$ cat config.mk
export PLATFORM = sky130hd
export DESIGN_NAME = ccb_nbr
export DESIGN_NICKNAME = d
export VERILOG_FILES = /design/src/hdl/ccb_pkg.sv /design/src/hdl/ccb_nbr.sv
export SDC_FILE = /design/constraint.sdc
export NUM_CORES = 1
export LEC_CHECK = 0
export BUFFER_PORTS_ARGS = -buffer_cell sky130_fd_sc_hd__buf_4
export CAP_MARGIN = 20
export CELL_PAD_IN_SITES_DETAIL_PLACEMENT = 0
export CELL_PAD_IN_SITES_GLOBAL_PLACEMENT = 1
export CORE_MARGIN = 1.5
export CORE_UTILIZATION = 36
export DETAILED_ROUTE_END_ITERATION = 6
export PLACE_DENSITY = 0.93
export RECOVER_POWER = 50
export SYNTH_ARGS = -nofsm -noshare
export SYNTH_HDL_FRONTEND = slang
export SYNTH_SLANG_ARGS = --single-unit
$ cat constraint.sdc
create_clock -name vclk -period 4.3
set_input_delay 0.645 -clock vclk [all_inputs]
set_output_delay 0.645 -clock vclk [all_outputs]
set_load 0.05 [all_outputs]
$ cat src/hdl/ccb_pkg.sv
`default_nettype none
package ccb_pkg;

  // input word: one pixel load or one box read
  typedef struct packed {
    logic        command;
    logic [7:0]  gray;
    logic [11:0] region_index;
  } in_word_t;

  // result word
  typedef struct packed {
    logic        labeling_done;
    logic [12:0] region_count;
    logic        region_found;
    logic [6:0]  min_row;
    logic [6:0]  max_row;
    logic [8:0]  min_col;
    logic [8:0]  max_col;
    logic        table_overflow;
  } out_word_t;

  // command codes
  localparam logic CMD_LOAD = 1'b0;
  localparam logic CMD_READ = 1'b1;

  // configuration register indexes
  localparam logic [1:0] REG_IMAGE_WIDTH    = 2'd0;
  localparam logic [1:0] REG_IMAGE_HEIGHT   = 2'd1;
  localparam logic [1:0] REG_GRAY_THRESHOLD = 2'd2;

  // configuration widths and reset values
  localparam int CFG_DATA_W = 10;
  localparam logic [9:0] WIDTH_RST     = 10'd320;
  localparam logic [7:0] HEIGHT_RST    = 8'd120;
  localparam logic [7:0] THRESHOLD_RST = 8'd128;

  // pixel store bits
  localparam int PIX_FG  = 1;
  localparam int PIX_VIS = 0;

  // output field widths
  localparam int OUT_ROW_W = 7;
  localparam int OUT_COL_W = 9;
  localparam int OUT_CNT_W = 13;

  typedef enum logic [3:0] {
    ST_IDLE,
    ST_RD_OUT,
    ST_SCAN_RD,
    ST_SCAN_CHK,
    ST_Q_RD,
    ST_Q_DATA,
    ST_N_ADDR,
    ST_N_CHK
  } state_t;

  typedef enum logic [1:0] {
    DIR_DOWN,
    DIR_UP,
    DIR_RIGHT,
    DIR_LEFT
  } dir_t;

endpackage
`default_nettype wire

$ cat src/hdl/ccb_nbr.sv
`default_nettype none
module ccb_nbr #(
  parameter int AW = 16,
  parameter int RW = 7,
  parameter int CW = 9,
  parameter int WW = 10,
  parameter int HW = 8
) (
  input  wire logic [AW-1:0]     p,
  input  wire logic [RW-1:0]     row,
  input  wire logic [CW-1:0]     col,
  input  wire ccb_pkg::dir_t     dir,
  input  wire logic [WW-1:0]     w,
  input  wire logic [HW-1:0]     h,
  output logic                   ok,
  output logic [AW-1:0]          np,
  output logic [RW-1:0]          nrow,
  output logic [CW-1:0]          ncol
);
  // shared neighbor step: bounds check and address add or subtract for one direction
  always_comb begin
    ok   = 1'b0;
    np   = p;
    nrow = row;
    ncol = col;
    unique case (dir)
      ccb_pkg::DIR_DOWN: begin
        ok   = (32'(row) + 32'd1) < 32'(h);
        np   = AW'(32'(p) + 32'(w));
        nrow = RW'(32'(row) + 32'd1);
      end
      ccb_pkg::DIR_UP: begin
        ok   = (row != '0);
        np   = AW'(32'(p) - 32'(w));
        nrow = RW'(32'(row) - 32'd1);
      end
      ccb_pkg::DIR_RIGHT: begin
        ok   = (32'(col) + 32'd1) < 32'(w);
        np   = AW'(32'(p) + 32'd1);
        ncol = CW'(32'(col) + 32'd1);
      end
      ccb_pkg::DIR_LEFT: begin
        ok   = (col != '0);
        np   = AW'(32'(p) - 32'd1);
        ncol = CW'(32'(col) - 32'd1);
      end
      default: begin
        ok = 1'b0;
      end
    endcase
  end
endmodule
`default_nettype wire

==> metrics.cfg <==
[placed_design]
pre_cts_slack_ns=0.159
dp.cells=485
place_congestion=0.906
dp_hpwl_um=4910
port_buffers=85

[final_layout]
antennaDiodeCount=0
seq_cells=0
drive_above_1_share_pct=21.7
synthToLayoutAreaGrowth_pct=30.5
fill_cells=636
seq_area_um2=0
clkbuf_count=0
fin_cells=485
fin_nets=503

[worst_setup_path]
cp_num_buf_inv=3
cp_top_family=compound AO/OA/AOI/OAI gates
required_ns=3.65
worstPathMaxFanout=4
arrival_ns=3.44
slowest_delay_ns=0.33
critPathLaunchType=input pin
worst_path_max_delay_cell=ha_1
crit_chain=buf_4 -> inv_1 -> ha_1 -> nand2b_1 -> nor4_2 -> nor2_1 -> o32a_1 -> ha_1 -> and3_1 -> a221oi_2 -> a21oi_1 -> o31ai_1 -> xnor2_1 -> buf_4
worst_setup_path_end_kind=output port
path_class=input pin to output port

[clock_tree]
postCtsHoldBufs=0
postCtsSetupBuffers=0
cts_resized=0

[timing]
hold_ws_ns=1.65
hold_viol=0
fin_ws_ns=0.214
max_freq_mhz=245
setup_viol=0
slew_headroom_pct=57.9
tns_ns=0
drv_slew=0
period_minus_slack_ns=4.09
tightestPinTransition_ns=0.632
fin_crit_sh_pct=95.0

[yosys]
yosysTopAreaCell=ha_1
yosysSeqAreaShare_pct=0
synth.avg_cell_area_um2=6.66
synth_cells=332
netlist_top_cells_count=43 x nor2_1, 38 x ha_1, 28 x inv_1
yosysMostFrequentCell=nor2_1
yosysUniqueCellTypes=54
synth_area_leaders=ha_1 22%, xnor2_1 9.1%, nor2_1 7.3%, xor2_1 6.3%, inv_1 4.8%
ys_warn_count=0
synthesis.area_um2=2210
synth_top_cell_area_share_pct=21.5
syn_nets=423

[drt]
wire_per_inst_um=12.0
firstDrtPassIters=5
ant_nets=0
wl_met1_um=2780
drt-initial-drc-count=105
routed.top_layer=met4
vias=2510
wl_met2_um=2700
dr_wl_met3_um=311
remaining_drc_errors=0
wl_um=5840
vias_per_cell=5.18

[global_route]
grt_antenna_before_repair=0
track_usage_pct=17.1
grt_max_degree=26
grt_pass1_vias=2324
overflow=0
grt_pass1_wl_um=9500

[status]
status=complete, no violations

[min_path]
hp-start=col[8]
hold_depth=3
hp-class=input pin to output port
hold_end=ncol[8]

[power_and_ir_drop]
ir_drop_uv=175
power.switching_w=0.000355
pwr-share-comb_pct=100.0
power_density_nw_per_um2=190
leakagePower_nw=1.41
total_power_w=0.000548
seqPwrFrac_pct=0
swShare_pct=64.7
clock_power_share_pct=0
power.internal_w=0.000194

[floorplanning]
dieArea_um2=6620
fp.dieH_um=81.4
start_util_pct=37.3
die-width_um=81.4
rows=28
ios=85
core-area_um2=5920

[run]
maxCapViolations=0

==> cells by family (layout without fill, tap and decap cells) <==
| group | Yosys count | in the layout | synth area share, % |
|---|---|---|---|
| xor+xnor | 39 | 39 | 15.4 |
| buf+inv | 40 | 118 | 7.36 |
| compound gates | 77 | 77 | 22.7 |
| fa+ha+maj | 39 | 39 | 22.4 |
| simple gates | 133 | 133 | 30.2 |
| mux | 4 | 4 | 1.87 |
==> per-stage QoR <==
stage,utilization (%),cell area (µm²)
floorplan,-,2210
global placement,49.4,2920
detailed placement,49.4,2920
CTS,49.4,2920
global route,48.7,2890
finish,48.7,2890
==> power by group through the flow <==
stage	clock, W	sequential (W)	combinational (W)
floorplan	0	0	0.000393
global placement	0	0	0.000555
detailed placement	0	0	0.000559
CTS	0	0	0.000561
global route	0	0	0.000597
finish	0	0	0.000548
==> worst max path at each step <==
stage | startpoint | endpoint | cells after the start
3_3_place_gp | w[5] | np[13] | 11
4_1_cts | w[5] | np[13] | 11
3_5_place_dp | w[5] | np[13] | 11
6_report | w[1] | np[15] | 14
2_1_floorplan | dir[1] | np[6] | 9
5_1_grt | w[1] | np[9] | 14
==> layer usage <==
| metal | vias up | track usage (%) |
|---|---|---|
| met3 | 6 | 0.562 |
| met1 | 1094 | 22.8 |
| met5 | - | 0 |
| met4 | 0 | 1.55 |
| li1 | 1342 | - |
| met2 | 68 | 31.2 |
==> layout make-up <==
type | count | area, µm² | area share, %
Timing Repair Buffer | 90 | 619 | 21.5
Multi-Input combinational cell | 292 | 2070 | 71.6
Tap cell | 75 | 93.8 | 3.25
Inverter | 28 | 105 | 3.64
==> layout by cell type (no fill, tap or decap), types with 2 or more instances in the layout <==
cell type,count
nor4_1,3
nand3_1,9
a211oi_1,2
xor2_1,16
ha_1,38
o21bai_1,2
o211ai_1,2
o31ai_1,2
o21ai_0,21
and3_1,8
nor3_2,2
nor2b_1,6
nand4_1,3
a21boi_0,4
o32a_1,3
clkbuf_1,15
nand2_1,25
a21oi_1,20
or4_1,2
inv_1,28
nor3b_1,3
o2111ai_1,2
or2_2,3
nor2_1,43
xnor2_1,23
mux2i_1,3
buf_4,75
a21o_1,6
nand2b_1,7
nor3_1,11
(Power assumes the default switching activity.)
