[src/hdl/ccb_ram.sv]
`default_nettype none
module ccb_ram #(
  parameter int WIDTH = 8,
  parameter int DEPTH = 16,
  localparam int ADDR_W = (DEPTH > 1) ? $clog2(DEPTH) : 1
) (
  input  wire logic                     clk,
  input  wire logic                     we,
  input  wire logic [ADDR_W-1:0]        waddr,
  input  wire logic [WIDTH-1:0]         wdata,
  input  wire logic [ADDR_W-1:0]        raddr,
  output logic      [WIDTH-1:0]         rdata
);
  logic [WIDTH-1:0] mem [DEPTH];

  // one write port, one registered read port
  always_ff @(posedge clk) begin
    if (we) begin
      mem[waddr] <= wdata;
    end
    rdata <= mem[raddr];
  end
endmodule
`default_nettype wire

[config.mk]
export PLATFORM = sky130hd
export DESIGN_NAME = ccb_ram
export DESIGN_NICKNAME = d
export VERILOG_FILES = /design/src/hdl/ccb_ram.sv
export SDC_FILE = /design/constraint.sdc
export NUM_CORES = 1
export LEC_CHECK = 0
export BUFFER_PORTS_ARGS = -buffer_cell sky130_fd_sc_hd__buf_4
export CAP_MARGIN = 20
export CORE_ASPECT_RATIO = 2
export CORE_UTILIZATION = 55
export DETAILED_ROUTE_END_ITERATION = 10
export HOLD_SLACK_MARGIN = 0.15
export PLACE_DENSITY = 0.73
export SYNTH_ARGS = -nofsm -noshare
export SYNTH_HDL_FRONTEND = slang
export SYNTH_SLANG_ARGS = --single-unit
[constraint.sdc]
create_clock -name clk -period 4 [get_ports clk]
set_input_delay 0.8 -clock clk [delete_from_list [all_inputs] [get_ports clk]]
set_output_delay 0.8 -clock clk [all_outputs]
set_load 0.02 [all_outputs]
==> summary.md, run 1 <==
| Metric | Value |
|---|---|
| Run status | `finished, final reports clean` |
| Antenna violations before repair | `0` |
| Number of buffers added to fix hold violations after cts | `0` |
| Max frequency | `482 MHz` |
| CTS tree | `done` |
| Final setup fails | `0` |
| Count of antenna diodes in the layout | `0` |
| Sum of routed wire length over all layers | `between 9000 and 10000 um` |
| Cells after synthesis | `about 230` |
| Most frequent standard cell in the layout excluding fill and tap cells | `sky130_fd_sc_hd__edfxtp_1` |
| Leakage component of the power | `a little over 0.002 uW` |
| Number of hold violations in the final report | `0` |
| Final routed DRC violation total | `0` |
| Vias per inst | `6.15` |
| Via count of the first global-routing pass | `around 2600` |
| Syn nets | `between 200 and 250` |
| Global router's overall resource usage | `0.217` |
| Pin count of the biggest net entering global routing | `33` |
| Gr ovfl total | `0` |
| Fraction of layout cells with a size suffix above 1 | `0.258` |
| Final critical path time including I/O delays and setup | `between 2 and 2.5 ns` |
| TritonRoute pass-1 iters | `4` |
| HPWL Detailed | `between 6000 and 7000 um` |
| Die height | `approximately 140 um` |
| Kind of path behind the tightest hold check | `register to register` |
| Crit path kind | `primary input to register` |
| Unrepaired setup endpoints after global routing | `false` |
| Latest clock arrival within the worst-skew pair | `between 0.4 and 0.5 ns` |
| Root buf cell | `sky130_fd_sc_hd__clkbuf_16` |
| Cell Pwr Density | `571 nW/um^2` |
| Number of inserted filler cells in the final layout | `between 500 and 600` |
| DIE AREA | `slightly below 10000 um^2` |
| Transition time at the pin with the least slew margin | `about 1.0 ns` |
| Sequential fraction of the synthesis area | `0.778` |
| Number of cells upsized or downsized after cts | `0` |
| Number of synthesized register bits | `about 140` |
| Num ports | `26` |
| Number of buffers created by CTS | `17` |
| CP Launch Type | `primary input` |
| Final weighted congestion of routability-driven global placement | `between 0.7 and 0.8` |
| Row count | `around 50` |
| Post-detailed-route count of antenna-violating nets | `0` |
| Wire length of the first global-routing pass | `14800 um` |
| FF-to-FF Start | `mem[1][2]` |
| Required time at the endpoint of the critical path | `4.03 ns` |
| Maximum ir drop on the vdd rail | `0.000411 V` |
| Hold slack final | `0.672 ns` |
| Average wire length per cell after detail routing | `around 24 um` |
| Total Neg Setup Slack | `0 ns` |
| Vias after detailed routing | `about 2300` |
| # H-tree levels | `4` |
| Worst path arrival time | `2.10 ns` |
| Synthesized area per cell | `22.5 um^2` |
| Maximum clock insertion buffer count | `2` |
| DRC violation total after the first TritonRoute iteration | `~150` |
| Count of buffers from port buffering | `25` |
| Max-slew headroom at the worst pin | `0.315` |
| Fraction of the cycle the final worst path needs | `0.518` |
| CP startpoint | `waddr[2]` |
| Max-slew violation count | `0` |
| Total setup buffers inserted after CTS | `0` |
| Element type at the critical path end | `register` |
| Synthesis-to-layout area growth | `17.5%` |
| Clock sink total | `136` |
| Highest net fanout along the worst path | `8` |
| Netlist area before placement | `around 5100 um^2` |
| Final worst clock skew | `slightly below 0.008 ns` |
| Die Span X | `approximately 70 um` |
| Number of library cell types mapped by synthesis | `19` |
| Clock transition at the registers of the reported paths | `approximately 0.06 ns` |
| Number of nets in the layout | `284` |
| Worst min-delay path startpoint | `mem[8][2]` |
| Max cap viols | `0` |
| Synth Warn # | `0` |
| Highest-count cells in the layout ignoring fill and taps | `sky130_fd_sc_hd__edfxtp_1, sky130_fd_sc_hd__buf_4, sky130_fd_sc_hd__mux4_2, sky130_fd_sc_hd__clkbuf_16, sky130_fd_sc_hd__a22oi_1` |
| Starting Density | `0.571` |
| Core Footprint | `between 9000 and 10000 um^2` |
[cell families (layout without fill, tap and decap cells)]
family	Yosys count	count (layout)	share of synthesized area
flops	136	136	0.778
simple gates	35	35	0.0318
mux	32	32	0.150
compound gates	16	16	0.0233
buf+inv	10	60	0.0168
[report_power, final]
part | leakage [uW] | internal, uW | switching, uW
Combinational | 0.000508 | 67.2 | 87.6
Clock | 0.000305 | 1160 | 533
Sequential | 0.00122 | 1590 | 9.39
Total | 0.00204 | 2820 | 630
[synth_stat cells]
library cell / n / area (um^2)
sky130_fd_sc_hd__nand2_1: 9 / 33.8
sky130_fd_sc_hd__a22oi_1: 16 / 120
sky130_fd_sc_hd__clkdlybuf4s25_2: 3 / 30.0
sky130_fd_sc_hd__dfxtp_1: 8 / 160
sky130_fd_sc_hd__nand3_1: 1 / 5.00
sky130_fd_sc_hd__mux4_1: 14 / 368
sky130_fd_sc_hd__edfxtp_1: 128 / 3840
sky130_fd_sc_hd__mux4_2: 18 / 405
sky130_fd_sc_hd__and2_1: 1 / 6.26
sky130_fd_sc_hd__buf_6: 3 / 33.8
sky130_fd_sc_hd__buf_4: 1 / 7.51
sky130_fd_sc_hd__buf_2: 3 / 15.0
sky130_fd_sc_hd__or3b_2: 1 / 8.76
sky130_fd_sc_hd__and2b_1: 1 / 7.51
sky130_fd_sc_hd__nor2_1: 13 / 48.8
sky130_fd_sc_hd__nand2b_1: 2 / 12.5
sky130_fd_sc_hd__nor2b_1: 1 / 6.26
sky130_fd_sc_hd__nand3b_1: 2 / 15.0
sky130_fd_sc_hd__nor3_1: 4 / 20.0
[sequential cells by signal (all words and copies together), names as in the netlist]
name / flops
mem: 128
rdata: 8
[cell type report]
cell class	count	area, um^2	area share
Clock inverter	10	199	0.0329
Tap cell	102	128	0.0211
Timing Repair Buffer	28	210	0.0348
Multi-Input combinational cell	83	1060	0.176
Clock buffer	22	444	0.0735
Sequential cell	136	4000	0.662
[through the flow]
stage	cell area, um^2	setup WS, ns	power (uW)	utilization	cells
finish	6050	1.93	3450	0.671	381
global route	6050	1.88	3550	0.671	381
global placement	5400	1.43	1790	0.599	348
floorplan	5150	1.71	1720	-	229
detailed placement	5400	1.50	1790	0.600	349
CTS	6050	1.91	3480	0.671	381
[critical path: stages]
cell                     delay (ns)
sky130_fd_sc_hd__buf_4         0.12
sky130_fd_sc_hd__or3b_2        0.51
sky130_fd_sc_hd__nor2_1        0.67
[path summary, 6_finish.rpt]
path	depth (start not counted)	end	slack (ns)
min reg2reg	3	rdata[2]	0.67
min	3	rdata[2]	0.67
max reg2reg	3	rdata[2]	2.68
max	3	mem[1][3]	1.93
[layer usage]
metal  up-vias  track usage  wire [um]
met1      1209        0.243       3370
met5         -            0          0
met3        16       0.0603        360
met2        68        0.375       5290
li1       1049            -          -
met4         0        0.104        174
(Power assumes the default switching activity.)
==> run 2: changes to the inputs <==
- CORE_UTILIZATION: 55 -> 54
- PLACE_DENSITY: 0.73 -> 0.74
- clock period: 4 -> 1.82 ns (I/O delays scaled with it)
==> run 2 against run 1 <==
The run now ends with design-rule violations left. Core utilization shrank 0.94 points. Wire length grew 9.5%. Critical path depth is the same. Cell count grew 6.6%. Clock skew shrank 0.0015 ns.
==> summary.md, run 2 (synthesized netlist as in run 1, its figures left out) <==
| Metric | Value |
|---|---|
| Final worst clock skew | `0.00620 ns (was 0.00772 ns)` |
| Core Footprint | `9320 um^2 (was 9010 um^2)` |
| Number of hold violations in the final report | `0 (unchanged)` |
| Max frequency | `about 700 MHz` |
| Antenna violations before repair | `0 (unchanged)` |
| Count of buffers from port buffering | `25 (unchanged)` |
| Final setup fails | `0 (unchanged)` |
| Most frequent standard cell in the layout excluding fill and tap cells | `sky130_fd_sc_hd__edfxtp_1 (unchanged)` |
| Final weighted congestion of routability-driven global placement | `0.855 (was 0.794)` |
| Total setup buffers inserted after CTS | `0 (unchanged)` |
| Worst reg2reg path endpoint | `rdata[0] (was rdata[2])` |
| Max-slew violation count | `0 (unchanged)` |
| R2R setup slack | `0.42 ns (was 2.68 ns)` |
| Highest net fanout along the worst path | `1 (was 8)` |
| Vias per inst | `6.08 (was 6.15)` |
| Maximum ir drop on the vdd rail | `0.000850 V (was 0.000411 V)` |
| DRC violation total after the first TritonRoute iteration | `219 (was 153)` |
| Fraction of the cycle the final worst path needs | `0.768` |
| Die height | `140 um (was 139 um)` |
| Number of buffers created by CTS | `17 (unchanged)` |
| Average wire length per cell after detail routing | `24.8 um (was 24.1 um)` |
| CP startpoint | `mem[2][0] (was waddr[2])` |
| Kind of path behind the tightest hold check | `primary input to register (was register to register)` |
| Vias after detailed routing | `2468 (was 2342)` |
| Count of antenna diodes in the layout | `0 (unchanged)` |
| Worst path arrival time | `1.69 ns (was 2.10 ns)` |
| Latest clock arrival within the worst-skew pair | `0.41 ns (about the same)` |
| # H-tree levels | `4 (unchanged)` |
| Num ports | `26 (unchanged)` |
| Element type at the critical path end | `register (unchanged)` |
| Worst setup path end | `rdata[0] (was mem[1][3])` |
| Highest-count cells in the layout ignoring fill and taps | `sky130_fd_sc_hd__edfxtp_1, sky130_fd_sc_hd__buf_4, sky130_fd_sc_hd__mux4_2, sky130_fd_sc_hd__clkbuf_16, sky130_fd_sc_hd__a22oi_1 (unchanged)` |
| Final critical path time including I/O delays and setup | `1.40 ns` |
| Final routed DRC violation total | `2 (was 0)` |
| Clock sink total | `136 (unchanged)` |
| Via count of the first global-routing pass | `2641 (was 2591)` |
| Cell Count Post-Placement | `374 (was 349)` |
| FF-to-FF Start | `mem[2][0] (was mem[1][2])` |
| Synthesis-to-layout area growth | `19.8% (was 17.5%)` |
| Transition time at the pin with the least slew margin | `0.400 ns (was 1.02 ns)` |
| Number of cells upsized or downsized after cts | `0 (unchanged)` |
| Run status | `finished, violations left (was finished, final reports clean)` |
| Cell Pwr Density | `1160 nW/um^2 (was 571 nW/um^2)` |
| CP Launch Type | `register (was primary input)` |
| Sum of routed wire length over all layers | `10100 um (was 9190 um)` |
| Leakage component of the power | `0.00212 uW (was 0.00204 uW)` |
| Max-slew headroom at the worst pin | `0.733 (was 0.315)` |
| R2r worst-path depth | `3 (unchanged)` |
| Number of buffers added to fix hold violations after cts | `0 (unchanged)` |
| Top Registers | `mem: 128 flops, rdata: 8 flops (unchanged)` |
| Total Neg Setup Slack | `0 ns (unchanged)` |
| DIE AREA | `9950 um^2 (was 9770 um^2)` |
| Fraction of layout cells with a size suffix above 1 | `0.331 (was 0.258)` |
| CTS tree | `done (unchanged)` |
| Gr ovfl total | `0 (unchanged)` |
| Wire length of the first global-routing pass | `15400 um (was 14800 um)` |
| Global router's overall resource usage | `0.228 (was 0.217)` |
| Maximum clock insertion buffer count | `2 (unchanged)` |
| Number of flip-flops under the largest register name | `128 (unchanged)` |
| Violated checks | `design-rule violations` |
| Clock transition at the registers of the reported paths | `0.06 ns (about the same)` |
| Die Span X | `71.0 um (was 70.4 um)` |
| Max cap viols | `0 (unchanged)` |
| Largest register by flop count | `mem (unchanged)` |
| HPWL Detailed | `6550 um (was 6050 um)` |
| Starting Density | `0.552 (was 0.571)` |
| Root buf cell | `sky130_fd_sc_hd__clkbuf_16 (unchanged)` |
| Number of standard cells in the layout, taps in and fillers out | `406 (was 381)` |
| Number of inserted filler cells in the final layout | `580 (was 570)` |
| Post-layout total power | `7120 uW (was 3450 uW)` |
| Crit path kind | `register to register (was primary input to register)` |
| Pin count of the biggest net entering global routing | `21 (was 33)` |
| Worst min-delay path startpoint | `wdata[5] (was mem[8][2])` |
| Unrepaired setup endpoints after global routing | `false (unchanged)` |
| Number of nets in the layout | `307 (was 284)` |
| TritonRoute pass-1 iters | `7 (was 4)` |
| Required time at the endpoint of the critical path | `2.11 ns (was 4.03 ns)` |
| Post-detailed-route count of antenna-violating nets | `0 (unchanged)` |
| Row count | `50 (was 49)` |
-- run 2: layer usage --
layer / part of all wire / track usage / up-vias
li1: - / - / 1097
met1: 0.36 / 0.260 / 1267
met2: 0.58 / 0.394 / 86
met3: 0.045 / 0.0568 / 18
met4: 0.021 / 0.115 / 0
met5: 0 / 0 / -
-- run 2: final cells by class --
cell class	count	area, um^2	area share
Clock inverter	14	134	0.0217
Timing Repair Buffer	51	408	0.0661
Tap cell	104	130	0.0211
Multi-Input combinational cell	83	1060	0.172
Sequential cell	136	4000	0.649
Clock buffer	18	429	0.0696
-- run 2: power breakdown --
group	switching (uW)	internal, uW
combinational	203	172
sequential	23.3	3500
clock	1230	1990
-- run 2: how the worst min path moves through the flow --
stage               cells past startpoint          to
global route                            1  mem[12][5]
CTS                                     1  mem[12][5]
floorplan                               0   mem[0][0]
finish                                  1  mem[12][5]
detailed placement                      3    rdata[2]
global placement                        3    rdata[1]
-- run 2: stage by stage --
step                utilization  hold WS, ns  setup slack [ns]  cell area [um^2]
detailed placement        0.601        0.667            0.0923              5600
floorplan                     -        0.463             0.190              5150
global placement          0.601        0.653             0.101              5600
finish                    0.662        0.255             0.422              6170
CTS                       0.662        0.236             0.408              6170
global route              0.662        0.247             0.394              6170
-- run 2: critical path, cell delays in order (launching register included) --
cell and delay, ns:
sky130_fd_sc_hd__edfxtp_1 0.40, sky130_fd_sc_hd__mux4_1 0.55, sky130_fd_sc_hd__a22oi_1 0.26, sky130_fd_sc_hd__nand2_1 0.08
==> run 3: changes to the inputs <==
- ABC_AREA: default -> 1
- CORE_UTILIZATION: 54 -> 55
- PLACE_DENSITY: 0.74 -> 0.75
- clock period: 1.82 -> 1.1 ns (I/O delays scaled with it)
==> run 3 against run 2 <==
The run now ends clean. Highest routed layer unchanged. Worst setup slack worse by 0.42 ns. Wire length rose by 33%. Area after synthesis rose by 12%. Clock skew is 0.00067 ns higher. Sequential share of layout area shrank 6.8 points. Largest cell class unchanged. Sequential cell count is the same. Critical path depth is 2 lower. Clock-buffer cell count grew 2.
==> summary.md, run 3 <==
| Metric | Value |
|---|---|
| Run status | `finished, final reports clean (was finished, violations left)` |
| Starting Density | `0.568 (was 0.552)` |
| Final setup fails | `0 (unchanged)` |
| Vias after detailed routing | `3943 (was 2468)` |
| Transition time at the pin with the least slew margin | `0.265 ns (was 0.400 ns)` |
| Average wire length per cell after detail routing | `17.8 um (was 24.8 um)` |
| HPWL Detailed | `8620 um (was 6550 um)` |
| Maximum clock insertion buffer count | `2 (unchanged)` |
| Min-Delay Path Depth | `1 (unchanged)` |
| Count of flip-flops with a built-in enable after synthesis | `128 (unchanged)` |
| R2r worst-path depth | `6 (was 3)` |
| Most used standard cell by instance count after synthesis | `sky130_fd_sc_hd__nand2_1 (was sky130_fd_sc_hd__edfxtp_1)` |
| Clock sink total | `136 (unchanged)` |
| Row count | `52 (was 50)` |
| Required time at the endpoint of the critical path | `0.88 ns (was 2.11 ns)` |
| Total setup buffers inserted after CTS | `0 (unchanged)` |
| Leakage component of the power | `0.00301 uW (was 0.00212 uW)` |
| Worst reg2reg path endpoint | `rdata[0] (unchanged)` |
| TritonRoute pass-1 iters | `4 (was 7)` |
| Synth top area share | `0.667 (was 0.747)` |
| Crit-path cells | `buf_6 (was mux4_1 > a22oi_1 > nand2_1)` |
| Max cap viols | `0 (unchanged)` |
| Cell area after layout | `6900 um^2 (was 6170 um^2)` |
| Syn nets | `569 (was 247)` |
| Clock network power share | `0.438 (was 0.452)` |
| Max frequency | `about 900 MHz` |
| Largest register by flop count | `mem (unchanged)` |
| Root buf cell | `sky130_fd_sc_hd__clkbuf_16 (unchanged)` |
| Num ports | `26 (unchanged)` |
| Maximum ir drop on the vdd rail | `0.00175 V (was 0.000850 V)` |
| Total Neg Setup Slack | `0 ns (unchanged)` |
| Count of antenna diodes in the layout | `0 (unchanged)` |
| Number of hold violations in the final report | `0 (unchanged)` |
| Number of buffers created by CTS | `17 (unchanged)` |
| Cell area after placement | `6300 um^2 (was 5600 um^2)` |
| Synthesis-to-layout area growth | `19.7% (was 19.8%)` |
| Antenna violations before repair | `0 (unchanged)` |
| Sum of routed wire length over all layers | `13300 um (was 10100 um)` |
| Clock transition at the registers of the reported paths | `0.06 ns (about the same)` |
| Worst-case hold path end point | `mem[11][4] (was mem[12][5])` |
| R2R setup slack | `0.09 ns (was 0.42 ns)` |
| Highest net fanout along the worst path | `1 (unchanged)` |
| Async set or reset register ratio after synthesis | `0 (unchanged)` |
| Max-slew violation count | `0 (unchanged)` |
| Cell internal power dissipation | `9400 uW (was 5670 uW)` |
| Final critical path time including I/O delays and setup | `roughly 1.1 ns` |
| Unrepaired setup endpoints after global routing | `true (was false)` |
| Max-slew headroom at the worst pin | `0.823 (was 0.733)` |
| Highest-count cells in the layout ignoring fill and taps | `sky130_fd_sc_hd__nand2_1, sky130_fd_sc_hd__edfxtp_1, sky130_fd_sc_hd__inv_1, sky130_fd_sc_hd__nand3_1, sky130_fd_sc_hd__buf_4 (was sky130_fd_sc_hd__edfxtp_1, sky130_fd_sc_hd__buf_4, sky130_fd_sc_hd__mux4_2, sky130_fd_sc_hd__clkbuf_16, sky130_fd_sc_hd__a22oi_1)` |
| Wire length of the first global-routing pass | `21200 um (was 15400 um)` |
| Number of nets in the layout | `618 (was 307)` |
| Netlist area before placement | `5770 um^2 (was 5150 um^2)` |
| Kind of path behind the tightest hold check | `primary input to register (unchanged)` |
| Top Registers | `mem: 128 flops, rdata: 8 flops (unchanged)` |
| Hold slack final | `0.157 ns (was 0.255 ns)` |
| FF-to-FF Start | `mem[3][0] (was mem[2][0])` |
| Cells after synthesis | `551 (was 229)` |
| Comb pwr share | `0.073 (was 0.053)` |
| Cell Pwr Density | `1730 nW/um^2 (was 1160 nW/um^2)` |
| Sequential fraction of the synthesis area | `0.694 (was 0.778)` |
| Die Span X | `74.4 um (was 71.0 um)` |
| Post-layout total power | `12000 uW (was 7120 uW)` |
| Global router's overall resource usage | `0.279 (was 0.228)` |
| Vias per inst | `5.27 (was 6.08)` |
| Worst min-delay path startpoint | `wdata[4] (was wdata[5])` |
| Number of library cell types mapped by synthesis | `12 (was 19)` |
| Final worst clock skew | `0.00687 ns (was 0.00620 ns)` |
| Final weighted congestion of routability-driven global placement | `0.887 (was 0.855)` |
| P_sw | `2570 uW (was 1460 uW)` |
| Crit-path max cell delay | `0.35 ns (was 0.55 ns)` |
| Pin count of the biggest net entering global routing | `41 (was 21)` |
| Worst path top cell family by delay | `flip-flops (was multiplexers)` |
| DRC violation total after the first TritonRoute iteration | `280 (was 219)` |
| Top cells by count, synth | `sky130_fd_sc_hd__nand2_1, sky130_fd_sc_hd__edfxtp_1, sky130_fd_sc_hd__inv_1, sky130_fd_sc_hd__nand3_1, sky130_fd_sc_hd__nor2_1 (was sky130_fd_sc_hd__edfxtp_1, sky130_fd_sc_hd__mux4_2, sky130_fd_sc_hd__a22oi_1, sky130_fd_sc_hd__mux4_1, sky130_fd_sc_hd__nor2_1)` |
| Die height | `147 um (was 140 um)` |
| Largest area contributor in the netlist | `sky130_fd_sc_hd__edfxtp_1 (unchanged)` |
| Count of buffers from port buffering | `25 (unchanged)` |
| Dominant cells by area after synthesis | `sky130_fd_sc_hd__edfxtp_1, sky130_fd_sc_hd__nand2_1, sky130_fd_sc_hd__nand3_1, sky130_fd_sc_hd__inv_1, sky130_fd_sc_hd__dfxtp_1 (was sky130_fd_sc_hd__edfxtp_1, sky130_fd_sc_hd__mux4_2, sky130_fd_sc_hd__mux4_1, sky130_fd_sc_hd__dfxtp_1, sky130_fd_sc_hd__a22oi_1)` |
| Crit path kind | `register to primary output (was register to register)` |
| Sequential share of power | `0.489 (was 0.495)` |
| Latest clock arrival within the worst-skew pair | `0.41 ns (about the same)` |
| CTS tree | `done (unchanged)` |
| # H-tree levels | `4 (unchanged)` |
| Gr ovfl total | `0 (unchanged)` |
| CP Launch Type | `register (unchanged)` |
| Total buffers and inverters traversed by the critical path | `1 (was 0)` |
| Number of flip-flops under the largest register name | `128 (unchanged)` |
| Fraction of the cycle the final worst path needs | `0.998` |
| Fraction of layout cells with a size suffix above 1 | `0.150 (was 0.331)` |
| DIE AREA | `10900 um^2 (was 9950 um^2)` |
| Number of synthesized register bits | `136 (unchanged)` |
| Post-detailed-route count of antenna-violating nets | `0 (unchanged)` |
| Synthesized area per cell | `10.5 um^2 (was 22.5 um^2)` |
| Most used flip-flop cell after synthesis | `sky130_fd_sc_hd__edfxtp_1 (unchanged)` |
| Most frequent standard cell in the layout excluding fill and tap cells | `sky130_fd_sc_hd__nand2_1 (was sky130_fd_sc_hd__edfxtp_1)` |
| Element type at the critical path end | `primary output (was register)` |
| Worst path arrival time | `0.88 ns (was 1.69 ns)` |
| Core Footprint | `10100 um^2 (was 9320 um^2)` |
| Synth Warn # | `0 (unchanged)` |
| CP max stage cell | `sky130_fd_sc_hd__dfxtp_2 (was sky130_fd_sc_hd__mux4_1)` |
| Via count of the first global-routing pass | `4077 (was 2641)` |
| Final routed DRC violation total | `0 (was 2)` |
| Net Sw Frac | `0.214 (was 0.205)` |
[run 3: how the worst max path moves through the flow]
stage | start | to | cells after the start
detailed placement | raddr[0] | rdata[4] | 8
finish | rdata[3] | rdata[3] | 1
CTS | rdata[7] | rdata[7] | 1
global placement | raddr[0] | rdata[4] | 8
global route | rdata[3] | rdata[3] | 1
floorplan | waddr[2] | mem[11][0] | 2
[run 3: power by group through the flow]
stage,clock network (uW),logic [uW],registers (uW)
6_report,5240,871,5850
4_1_cts,5290,874,5850
2_1_floorplan,0,412,5970
5_1_grt,5500,956,5850
3_5_place_dp,0,845,5940
3_3_place_gp,0,826,5940
[run 3: per-stage QoR]
| step | util | worst slack (ns) | std cells |
|---|---|---|---|
| 2_1_floorplan | - | -0.0708 | 551 |
| 3_3_place_gp | 0.620 | -0.188 | 714 |
| 3_5_place_dp | 0.620 | -0.200 | 714 |
| 4_1_cts | 0.679 | -0.00603 | 748 |
| 5_1_grt | 0.680 | -0.0225 | 748 |
| 6_report | 0.680 | 0.00238 | 748 |
[run 3: area by class of cell]
cell class | count | area, um^2
Clock inverter | 12 | 109
Sequential cell | 136 | 4010
Inverter | 102 | 383
Multi-Input combinational cell | 289 | 1230
Timing Repair Buffer | 54 | 562
Fill cell | 800 | 3250
Tap cell | 135 | 169
Clock buffer | 20 | 437
[run 3: cell families after synthesis]
group	after synthesis	share of synthesized area
flops	136	0.694
simple gates	289	0.210
buf+inv	126	0.0952
[run 3: timing repair]
action / 4_1_cts / 5_1_grt
setup endpoints to repair: 6 / 8
hold endpoints to repair: 20 / 0
resized for setup: 12 / 3
hold buffers: 2 / 0
[run 3: per-layer routing]
metal	GRT usage	vias up	routed length, um
li1	-	1871	-
met3	0.0645	43	629
met5	0	-	0
met1	0.303	1882	4650
met4	0.168	0	616
met2	0.475	147	7450
